File: src/rtl/edc_pkg.sv
package edc_pkg;

    localparam int NUM_FLOORS = 8;
    localparam int FLOOR_W = 3;
    localparam int IN_TDATA_W = 24;
    localparam int OUT_TDATA_W = 16;

    typedef logic [NUM_FLOORS-1:0] t_floor_mask;
    typedef logic [FLOOR_W-1:0] t_floor;

    typedef enum logic [1:0] {
        HEAD_STOP = 2'd0,
        HEAD_UP   = 2'd1,
        HEAD_DOWN = 2'd2
    } t_heading;

    localparam t_floor TOP_FLOOR = t_floor'(NUM_FLOORS - 1);

    typedef struct packed {
        t_floor      floor_pos;
        t_heading    heading;
        t_floor_mask stops;
    } t_car_state;

    typedef struct packed {
        t_floor_mask inside_calls;
        t_floor_mask hall_up_calls;
        t_floor_mask hall_down_calls;
    } t_calls;

endpackage

File: src/rtl/edc_decide.sv
module edc_decide (
    input  edc_pkg::t_car_state i_state,
    input  edc_pkg::t_calls     i_calls,
    output edc_pkg::t_car_state o_state,
    output logic                o_door_cycled
);

    edc_pkg::t_floor_mask here;
    edc_pkg::t_floor_mask below;
    edc_pkg::t_floor_mask above;
    edc_pkg::t_floor_mask top_down_call;
    edc_pkg::t_floor_mask stops;
    edc_pkg::t_heading    heading;
    logic                 at_base;
    logic                 at_top;

    assign here  = edc_pkg::t_floor_mask'(1) << i_state.floor_pos;
    assign below = here - edc_pkg::t_floor_mask'(1);
    assign above = ~(below | here);
    assign at_base = (i_state.floor_pos == '0);
    assign at_top  = (i_state.floor_pos == edc_pkg::TOP_FLOOR);

    always_comb begin
        top_down_call = '0;
        for (int i = 0; i < edc_pkg::NUM_FLOORS; i++) begin
            if (i_calls.hall_down_calls[i]) begin
                top_down_call = edc_pkg::t_floor_mask'(1) << i;
            end
        end
    end

    always_comb begin
        stops = i_state.stops;
        heading = i_state.heading;
        o_door_cycled = 1'b0;

        if (at_base && (i_calls.hall_up_calls[0] || i_calls.hall_down_calls[0])) begin
            stops[0] = 1'b1;
        end
        stops = stops | i_calls.inside_calls;

        if ((stops & here) != '0) begin
            o_door_cycled = 1'b1;
            heading = edc_pkg::HEAD_STOP;
            stops = stops & ~here;
        end else if (at_base && i_state.heading == edc_pkg::HEAD_DOWN) begin
            heading = edc_pkg::HEAD_STOP;
        end else if (i_state.heading == edc_pkg::HEAD_UP || at_base) begin
            stops = stops | top_down_call | (i_calls.hall_up_calls & ~below);
            if ((stops & above) != '0) begin
                heading = edc_pkg::HEAD_UP;
            end
        end else if (i_state.heading == edc_pkg::HEAD_DOWN || at_top) begin
            stops = stops | (i_calls.hall_down_calls & (below | here));
            if ((stops & below) != '0) begin
                heading = edc_pkg::HEAD_DOWN;
            end
        end else begin
            if ((stops & above) != '0) begin
                heading = edc_pkg::HEAD_UP;
            end else begin
                heading = edc_pkg::HEAD_DOWN;
            end
        end

        o_state.stops = stops;
        o_state.heading = heading;
        o_state.floor_pos = i_state.floor_pos;
        case (heading)
            edc_pkg::HEAD_UP: begin
                if (!at_top) begin
                    o_state.floor_pos = i_state.floor_pos + edc_pkg::t_floor'(1);
                end
            end
            edc_pkg::HEAD_DOWN: begin
                if (!at_base) begin
                    o_state.floor_pos = i_state.floor_pos - edc_pkg::t_floor'(1);
                end
            end
            default: begin
                o_state.floor_pos = i_state.floor_pos;
            end
        endcase
    end

endmodule

File: src/rtl/elevator_direction_controller_core.sv
// Elevator direction controller. Each input transfer carries the inside car
// calls and the hall up and down calls as floor bitmasks, and produces exactly
// one output transfer with the car floor after the move, the chosen heading,
// whether the door cycled, and the stops still pending. The block takes one
// transfer every clock cycle while the output is not back-pressured. A result
// passes through the input register, which feeds the decision logic, which
// updates the car state and loads the output register when the output can
// advance. Back-pressure on the output stalls both stages. After reset the car
// is at the basement, stopped, with no pending stops.
module elevator_direction_controller_core (
    input  logic        i_clk,
    input  logic        i_rst_n,
    input  logic        s_axis_tvalid,
    output logic        s_axis_tready,
    // inside_calls[7:0], hall_up_calls[15:8], hall_down_calls[23:16]
    input  logic [23:0] s_axis_tdata,
    output logic        m_axis_tvalid,
    input  logic        m_axis_tready,
    // floor_now[2:0], heading[4:3], door_cycled[5], pending_stops[13:6], zero[15:14]
    output logic [15:0] m_axis_tdata
);

    logic                 r_in_valid;
    logic                 n_in_valid;
    edc_pkg::t_calls      r_calls;
    logic                 r_out_valid;
    logic                 n_out_valid;
    logic [15:0]          r_out_data;
    edc_pkg::t_car_state  r_state;
    edc_pkg::t_car_state  n_state;
    logic                 door_cycled;
    logic                 advance;
    edc_pkg::t_calls      in_calls;

    assign in_calls.inside_calls    = s_axis_tdata[7:0];
    assign in_calls.hall_up_calls   = s_axis_tdata[15:8];
    assign in_calls.hall_down_calls = s_axis_tdata[23:16];

    assign advance = !r_out_valid || m_axis_tready;
    assign s_axis_tready = !r_in_valid || advance;

    edc_decide u_decide (
        .i_state       (r_state),
        .i_calls       (r_calls),
        .o_state       (n_state),
        .o_door_cycled (door_cycled)
    );

    always_comb begin
        n_in_valid = r_in_valid;
        if (s_axis_tready) begin
            n_in_valid = s_axis_tvalid;
        end
        n_out_valid = r_out_valid;
        if (advance) begin
            n_out_valid = r_in_valid;
        end
    end

    always_ff @(posedge i_clk) begin
        if (!i_rst_n) begin
            r_in_valid <= 1'b0;
            r_out_valid <= 1'b0;
            r_state.floor_pos <= '0;
            r_state.heading <= edc_pkg::HEAD_STOP;
            r_state.stops <= '0;
        end else begin
            r_in_valid <= n_in_valid;
            r_out_valid <= n_out_valid;
            if (r_in_valid && advance) begin
                r_state <= n_state;
            end
        end
    end

    always_ff @(posedge i_clk) begin
        if (s_axis_tready && s_axis_tvalid) begin
            r_calls <= in_calls;
        end
        if (r_in_valid && advance) begin
            r_out_data <= {2'b00, n_state.stops, door_cycled,
                           n_state.heading, n_state.floor_pos};
        end
    end

    assign m_axis_tvalid = r_out_valid;
    assign m_axis_tdata = r_out_data;

endmodule
File: config.mk
export PLATFORM = sky130hd
export DESIGN_NAME = elevator_direction_controller_core
export DESIGN_NICKNAME = d
export VERILOG_FILES = /design/src/rtl/edc_pkg.sv /design/src/rtl/edc_decide.sv /design/src/rtl/elevator_direction_controller_core.sv
export SDC_FILE = /design/constraint.sdc
export NUM_CORES = 1
export LEC_CHECK = 0
export BUFFER_PORTS_ARGS = -buffer_cell sky130_fd_sc_hd__buf_4
export CELL_PAD_IN_SITES_DETAIL_PLACEMENT = 1
export CELL_PAD_IN_SITES_GLOBAL_PLACEMENT = 1
export CORE_MARGIN = 8
export CORE_UTILIZATION = 48
export CTS_CLUSTER_SIZE = 24
export DETAILED_ROUTE_END_ITERATION = 12
export PLACE_DENSITY_LB_ADDON = 0.1
export SLEW_MARGIN = 20
export SYNTH_ARGS = -nofsm -noshare
export SYNTH_HDL_FRONTEND = slang
export SYNTH_SLANG_ARGS = --single-unit
File: constraint.sdc
create_clock -name i_clk -period 7.3 [get_ports i_clk]
set_input_delay 1.46 -clock i_clk [delete_from_list [all_inputs] [get_ports i_clk]]
set_output_delay 1.46 -clock i_clk [all_outputs]
set_load 0.03 [all_outputs]
==> impl_summary.md, run 1 <==
Cells and area
The number of antenna diodes in the final layout is 0. The synthesis-to-finish area growth is 15.2%. The layout filler cell count is ~700. The net count of the finished layout is slightly below 400. The finished layout holds 424 standard cells, fillers aside.

The share of final-layout standard cells stronger than drive strength 1 is 20.2%.

Logic synthesis
The post-synthesis adder-cell area fraction is 6.46%. In the synthesized netlist the dominant register cell turns out to be edfxtp_1. Synthesis produced slightly above 300 cells. The number of flops mapped to enable cells by yosys is 38. The number of warnings reported in the yosys synthesis log is 0. After synthesis, the largest area contributor takes up 37.3% of total cell area. By instance count, the leading cell after synthesis is edfxtp_1.

The async set-reset flop share out of synthesis is 0%. Counting instances in the post-synthesis netlist gives the leading cell types as edfxtp_1 (38), nand2_1 (29), o21ai_0 (25), nor2_1 (20), inv_1 (16). The largest total area in the synthesized netlist belongs to edfxtp_1. The main combinational cell family by area after synthesis is compound AO/OA/AOI/OAI gates. The synthesized-area fraction occupied by ao, oa, aoi and oai cells is 21.7%.

After synthesis, the cell types taking the most area are edfxtp_1 (37%), dfxtp_1 (9.8%), ha_1 (6.1%). Summing the sequential cell areas from Yosys gives 47.1% of the chip area. In this run the mean area of a mapped cell was 10.0 um2. The xor/xnor cell area share of the yosys netlist is 0%.

The netlist area before placement is 0.00306 mm2. The synthesized-area fraction occupied by and/or/nand/nor cells is 19.5%. In this run, synthesis produced a sequential element count of 53. Synthesis instantiated 68 different standard cells from the library. The share of synthesized area spent on multiplexers is under 10%.

STA
The total of endpoints with negative setup slack in the final report is 0. The total negative slack is 0 ns. Setup repair after global routing left no endpoint under its margin.

Setup slack closes at 2.33 ns. The count of pins over their slew limit is 0. The final period demand of the worst path is 4.97 ns. For this run, the top clock speed supported by timing is 201 MHz.

Clock skew on the completed layout was measured at approximately 0.012 ns. In this run the tightest slew margin relative to its limit is 32.3%. The final period utilization is 68.1%.

The slew of the pin with the lowest slew margin is around 1 ns. The final hold violation count is 0.

Power and ir drop
Across the VDD grid, the largest voltage drop is 0.117 mV. The share of total power consumed by net switching is 32.5%. The total net switching power is roughly 0.00023 W.

The clock network fraction of total power is 23.3%. Internal power comes to 0.000489 W. The total power divided by cell area is 205 mW/mm2. The static power due to leakage is 1.36 nW. Combinational logic burns 26.8% of the power. Sequential cells burn ~50% of the power.

Worst setup path
The startpoint type of the worst setup path is a register. The critical path startpoint is r_state[10]. At the worst endpoint, the arrival time is 5.20 ns. For the worst flop-to-flop path, the logic depth is 18. The worst setup path is captured at a register. The endpoint of the worst register-to-register path is r_state[12].

The reg-to-reg critical path startpoint is r_state[10]. STA puts the critical path data required time at 7.53 ns. The maximum net fanout on the critical path is 12. The critical path in this run is classified as register to register. Following the worst setup path forward leads to its endpoint at r_state[12]. The setup slack on the worst flop-to-flop path is 2.33 ns.

GRT
The number of antenna violations at the first check in global routing came to 0. Summed over all layers, the global routing overflow is 0. Entering global routing, the biggest net connects 28 pins. Global routing consumed, over all layers together, 20.2% of the routing resources. The via count of the first global-routing pass is between 2,000 and 3,000.

The first global-routing pass estimated 13.9 mm of wire.

Floorplan
The die width is around 96 um. The floorplan step defined a die boundary enclosing 0.00918 mm2. The die span in y is 95.8 um. In this run the standard cell core region covers 0.00624 mm2. In this run the core area contains 29 standard-cell rows.

The initial standard-cell utilization of the core is 49.0%. The boundary pin count is 46.

Placement
The detailed-placement wirelength estimate is about 7 mm. Before CTS, the worst setup slack after placement is 2.40 ns. The final weighted congestion in routability-driven placement is 0.999. The number of cells after detailed placement is 416. In this run the tool buffered the top-level ports with 43 buffer cells.

Routing
After detailed routing, the number of remaining DRC violations is 0. After the first detailed-routing iteration, the DRC count stood at 159. In the routed layout, each cell is associated on average with a via count of 6.03. The detail route stage leaves a number of antenna-violating nets equal to 0. The number of iterations in the first detailed-routing pass is 6. The wire length after detailed routing is between 8 and 9 mm. The routed wirelength normalized by instance count is 21.0 um. The final route contains around 2,600 vias.

Clock tree
TritonCTS built the clock tree. Clock tree synthesis inserted a total of 5 buffers. Post-CTS timing repair inserted 0 buffers for setup.

The count of H-tree levels built during CTS is 2. The later-pin clock latency in the skew report is ~0.31 ns. The clock input transition at the sequential cells of the worst setup and hold paths is 0.10 ns. The tree is rooted in a clkbuf_8. For this design, the sink count on the clock tree is 53. The maximum clock insertion buffer count is 2.

The count of hold buffers inserted by post-cts repair is 0. The number of gates resized after CTS is 0.

Flow run
Max-cap violations in this run came to 0.

Hold path
In this run the worst hold path is classified as register to register. The number of cells on the worst hold path is 2.

Outcome
The run finished with clean final reports.
[sequential cells by signal, indices dropped and copies added (netlist names)]
| signal | count |
|---|---|
| m_axis_tvalid | 1 |
| r_state | 13 |
| r_calls | 24 |
| m_axis_tdata | 14 |
| r_in_valid | 1 |
[cell families after synthesis]
family,after synthesis
AOI/OAI and AO/OA,90
other,1
DFF,53
buffers and inverters,29
and+or+nand+nor,113
adders and majority gates,16
muxes,3
[power by group through the flow]
stage / logic, W / registers (W) / clock network [W]
detailed placement: 0.000191 / 0.000367 / 0
floorplan: 0.000120 / 0.000373 / 0
global route: 0.000211 / 0.000363 / 0.000182
global placement: 0.000189 / 0.000366 / 0
CTS: 0.000193 / 0.000360 / 0.000171
finish: 0.000194 / 0.000361 / 0.000169
[routing by layer]
layer	up-vias	global-route usage, %	wire length [um]
li1	1203	-	-
met5	-	0	0
met1	1240	25.5	3840
met2	94	33.7	4300
met4	0	7.81	242
met3	20	3.43	518
[worst max-delay path: stages (launching register included)]
cell and delay [ns]:
dfxtp_1 0.44, inv_1 0.11, ha_1 0.31, nand2b_1 0.40
ha_1 0.27, nand3_1 0.10, nand3b_1 0.18, ha_1 0.31
inv_1 0.04, a221o_1 0.33, a22o_1 0.25, a2111oi_2 0.45
nand3_1 0.22, a21oi_1 0.24, ha_1 0.32, or4_1 0.52
nand3_1 0.14, nor2_1 0.05, nor3b_1 0.21
[per-stage QoR]
stage	hold slack [ns]	instance area (um2)	total power (W)	util (%)
detailed placement	0.514	3430	0.000559	55.0
CTS	0.526	3520	0.000724	56.4
global route	0.550	3520	0.000756	56.4
floorplan	0.460	3060	0.000492	-
finish	0.532	3520	0.000723	56.4
global placement	0.506	3430	0.000555	55.0
[worst min path at each step]
stage / startpoint / slack (ns) / end
3_5_place_dp: r_state[7] / 0.51 / r_state[7]
5_1_grt: r_state[7] / 0.55 / r_state[7]
2_1_floorplan: r_state[7] / 0.46 / r_state[7]
6_report: r_state[7] / 0.53 / r_state[7]
4_1_cts: r_state[7] / 0.53 / r_state[7]
3_3_place_gp: r_state[7] / 0.51 / r_state[7]
[cell usage in the layout, fill, tap and decap left out, drive strengths merged, types with 3 or more instances in the layout]
cell     Yosys  final
edfxtp      38     38
o2bb2ai      4      4
o21ba        3      3
or2          8      8
a22oi        3      3
clkbuf       4      6
nand2       29     29
inv         18     18
dfxtp       15     15
o21a         3      3
o21ai       25     25
a221o        3      3
a221oi       3      3
and2         6      6
nand3        8      8
ha          15     15
o31ai        4      4
a21oi       15     15
buf          7     44
nor2b       15     15
nor3         4      4
or4          3      3
nor2        20     20
nand2b      10     10
[cell type report]
class	count	area (um2)	area share, %
multi-input combinational	224	1500	42.5
inverter	18	67.6	1.92
sequential	53	1440	40.9
tap	77	96.3	2.74
clock buffer	6	72.6	2.06
timing repair buffer	44	330	9.38
clock inverter	2	16.3	0.462
Note: power is estimated with default switching activity, not from simulation.
==> inputs of run 2 (changes only) <==
Settings changed: ABC_AREA set to 1, CORE_UTILIZATION 48 to 38.
Clock period 7.3 ns to 4.09 ns, I/O delays scaled along.
==> impl_summary.md, run 2 <==
Worst setup path
The critical path in this run is classified as register to register. STA puts the critical path data required time at about 4.3 ns. Across all register-to-register paths, the minimum setup slack is 0.49 ns. The end point of the critical path is r_state[11]. The endpoint of the worst register-to-register path is r_state[11].

Counting cells, the worst reg-to-reg path comes to 25. The startpoint type of the worst setup path is a register. In this run the worst setup path begins at r_state[11]. The reg-to-reg critical path startpoint is r_state[11]. The worst setup path is captured at a register.

In this run the worst path has a maximum fanout of 5. Data arrives at the worst endpoint at about 3.8 ns.

Cells and area
Leaving out fill and tap cells, the most frequent cells in the layout are nand2_1 (96), inv_1 (70), buf_4 (48). The register with the most flip-flops in the layout has 24 of them. The number of non-filler instances in the completed layout is roughly 560. The synthesis-to-finish area growth is 17.6%. For this run, the post-layout net count is 494. The antenna diode instance count is 0.

The layout filler cell count is 1,010. Cells with a size suffix above 1 make up between 20% and 30% of the layout. The leading cell type in the layout, fill and taps excluded is nand2_1. The register ranked first by flip-flop count is r_calls. With fillers left out, the area of the finished cells amounts to 0.00376 mm2.

Logic synthesis
After Yosys synthesis, full adders, half adders and majority gates account for 5.87% of the synthesized area. Of the total synthesized cell area, the portion taken by AND, OR, NAND and NOR gates is 27.9%. The async set-reset flop share out of synthesis is 0%. The per-instance average area after synthesis is 7.97 um2. Summing the areas of all compound-gate instances in the mapped netlist gives 10.8% of the synthesized area.

The netlist area before placement is 0.00320 mm2. After synthesis, the share of cell area in mux cells is 0%. For this run, the leading register cell type out of synthesis is edfxtp_1. Yosys mapped a number of flops with a built-in enable equal to 38. The Yosys step of the flow raised 0 warnings. By count the netlist is led by nand2_1 (96), inv_1 (70), nor2_1 (47), edfxtp_1 (38), o21ai_0 (25). nand2_1 is the most common cell in the netlist. Synthesis instantiated 31 different standard cells from the library. The top cell type by area accounts for 35.7% of the synthesized area. After synthesis the netlist holds a flip-flop and latch count of 53. The xor/xnor cell area share of the yosys netlist is 0.274%. The sequential fraction of the synthesis area is between 40% and 50%. By area, the combinational part of the netlist is dominated by simple AND/OR/NAND/NOR gates. Synthesis handed over a netlist of roughly 400 instances. The cell taking the most area after synthesis is edfxtp_1. By area the synthesized netlist is led by edfxtp_1 (36%), nand2_1 (11%), dfxtp_1 (9.4%).

STA
The final hold violation count is 0. The headroom to the max-slew limit is 35.8%. The total of endpoints with negative setup slack in the final report is 0.

The final critical path takes up 87.9% of the cycle. The final period demand of the worst path is 3.60 ns. Static timing analysis puts the maximum clock frequency at 278 MHz. The count of pins over their slew limit is 0. Setup repair after global routing left no endpoint under its margin. Across the routed clock network, the largest skew measured is approximately 0.011 ns.

The slew of the pin with the lowest slew margin is 0.961 ns. The total negative slack is 0 ns.

GRT
The leftover overflow at the end of global routing is 0. Across every metal layer, demand over resource in global routing totals between 10% and 20%. Global routing used between 2 and 3% of the available met3 tracks.

The pin count of the biggest net entering global routing is 28. In the global route stage, met2 resource usage came out at 28.3%. The first-pass GRT wire length is 14.9 mm. The number of antenna violations at the first check in global routing is 0. The via count of the first global-routing pass came to 2,889. The global routing usage on met1 is 20.9%. The routing layer with the top usage in global route is met2.

Routing
The number of vias after detailed routing is 2,745. The wire length after detailed routing is about 9 mm. The first detailed-routing pass took 4 iterations.

The average via count per standard cell is about 4.9. In the final routed layout, each cell accounts on average for 16.2 um. The number of DRC violations after detailed routing is 0.

For this block, the initial DRC count from the detailed router was 91. The remaining number of nets flagged by the antenna check after routing is 0.

Floorplan
The site row count is 33. The die covers around 0.012 mm2. The die width is around 110 um. The area of the core region is 0.00818 mm2. The boundary pin count is 46. The initial standard-cell utilization of the core is approximately two fifths. The die span in y is 108 um.

Placement
In this run the cell area measured after placement is ~0.0037 mm2. Buffers placed on the I/O ports in this run total 43. The number of cells after detailed placement is 549. The HPWL after detailed placement is 7.20 mm. The congestion estimate from routability-driven global placement came to 0.855.

Power and ir drop
The worst IR drop on VDD is between 0.15 and 0.2 mV. Total power for the finished layout comes to 0.00150 W. Summed over all cells, the static leakage comes to about 1.8 nW. Dividing total power by cell area gives a power density of 400 mW/mm2.

Clock tree
The cell sitting at the root of the clock tree is a clkbuf_8. For the worst-skew pair, the clock arrives at the later sink with an insertion delay of 0.31 ns. The number of buffers created by CTS is 5. After clock tree synthesis, the clock-pin slew on the worst setup and hold paths is 0.10 ns.

Counting along the longest clock path gives a buffer depth of 2. In this run, post-CTS repair resized a total of 0 instances. The TritonCTS clock tree is yes.

The number of post-CTS setup repair buffers is 0. For this design, the sink count on the clock tree is 53. The H-tree was split into 2 levels. After clock tree synthesis, the flow added hold-fix buffers numbering 0.

Outcome
The flow ran to the end, and the final reports show no timing, DRC or antenna violations.

Hold path
The worst hold-check path type is register to register.

Flow run
The tool flagged a number of max-cap violations equal to 0.
## run 2: cell count changes after synthesis, sizes merged, moves of 4 or more
cell and delta:
inv +54, and2 -6, nand2b -10, o21ai +7, o2bb2ai -4, nor2b -15, nand3 +20, o31ai -4
nand2 +78, a31oi +6, or2 -8, nor2 +32
## run 2: cell type report
type | count | area (um2) | share of cell area, %
multi-input cells | 270 | 1440 | 38.3
well taps | 105 | 131 | 3.50
clock buffers | 6 | 72.6 | 1.93
inverters | 73 | 279 | 7.42
clock inverters | 2 | 33.8 | 0.899
repair buffers | 48 | 360 | 9.59
flip-flops and latches | 53 | 1440 | 38.3
## run 2: critical path, stage by stage (launching register included)
cell,delay [ns]
dfxtp_1,0.41
inv_1,0.11
ha_1,0.21
inv_1,0.07
nor2_2,0.05
inv_1,0.17
ha_1,0.22
nand4_1,0.15
ha_1,0.37
inv_1,0.06
nand2_1,0.06
nand3_1,0.08
nand2_1,0.08
nand2_1,0.10
nor2_1,0.16
nand3_1,0.09
nand2_1,0.08
nand2_2,0.07
inv_1,0.08
ha_1,0.24
inv_1,0.11
o221ai_1,0.15
nand2_1,0.09
o21ai_0,0.10
o21ai_0,0.15
inv_1,0.06
## run 2: how the worst min path moves through the flow
stage,start,to,slack (ns),depth (start not counted)
final,m_axis_tvalid,m_axis_tvalid,0.52,2
after global routing,m_axis_tvalid,m_axis_tvalid,0.57,2
after CTS,m_axis_tvalid,m_axis_tvalid,0.53,2
after detailed placement,m_axis_tvalid,m_axis_tvalid,0.51,2
after global placement,m_axis_tvalid,m_axis_tvalid,0.50,2
after floorplan,r_state[0],r_state[0],0.51,2
## run 2: cells by family (layout without fill, tap and decap cells)
logic type      Yosys count  count (layout)
compound gates           58              58
xor+xnor                  1               1
fa+ha+maj                15              15
buf+inv                  79             129
flops                    53              53
other cells               1               2
simple gates            194             194
## run 2: power by group
group          switching (W)  internal (W)  total (W)
registers          0.0000248      0.000629   0.000653
clock network       0.000173      0.000181   0.000354
logic               0.000326      0.000169   0.000495
## run 2: per-stage QoR
stage                     setup WS [ns]  util (%)  hold WS, ns
after floorplan                    1.18         -        0.505
after CTS                         0.504      46.0        0.526
after detailed placement          0.549      44.7        0.508
after global placement            0.682      44.7        0.503
after global routing             0.0748      46.0        0.571
final                             0.493      46.0        0.521
## run 2: per-layer routing
metal | vias to the layer above | part of all wire [%]
met5 | - | 0
met4 | 0 | 0.92
met3 | 5 | 2.9
met2 | 39 | 49
met1 | 1314 | 47
li1 | 1387 | -
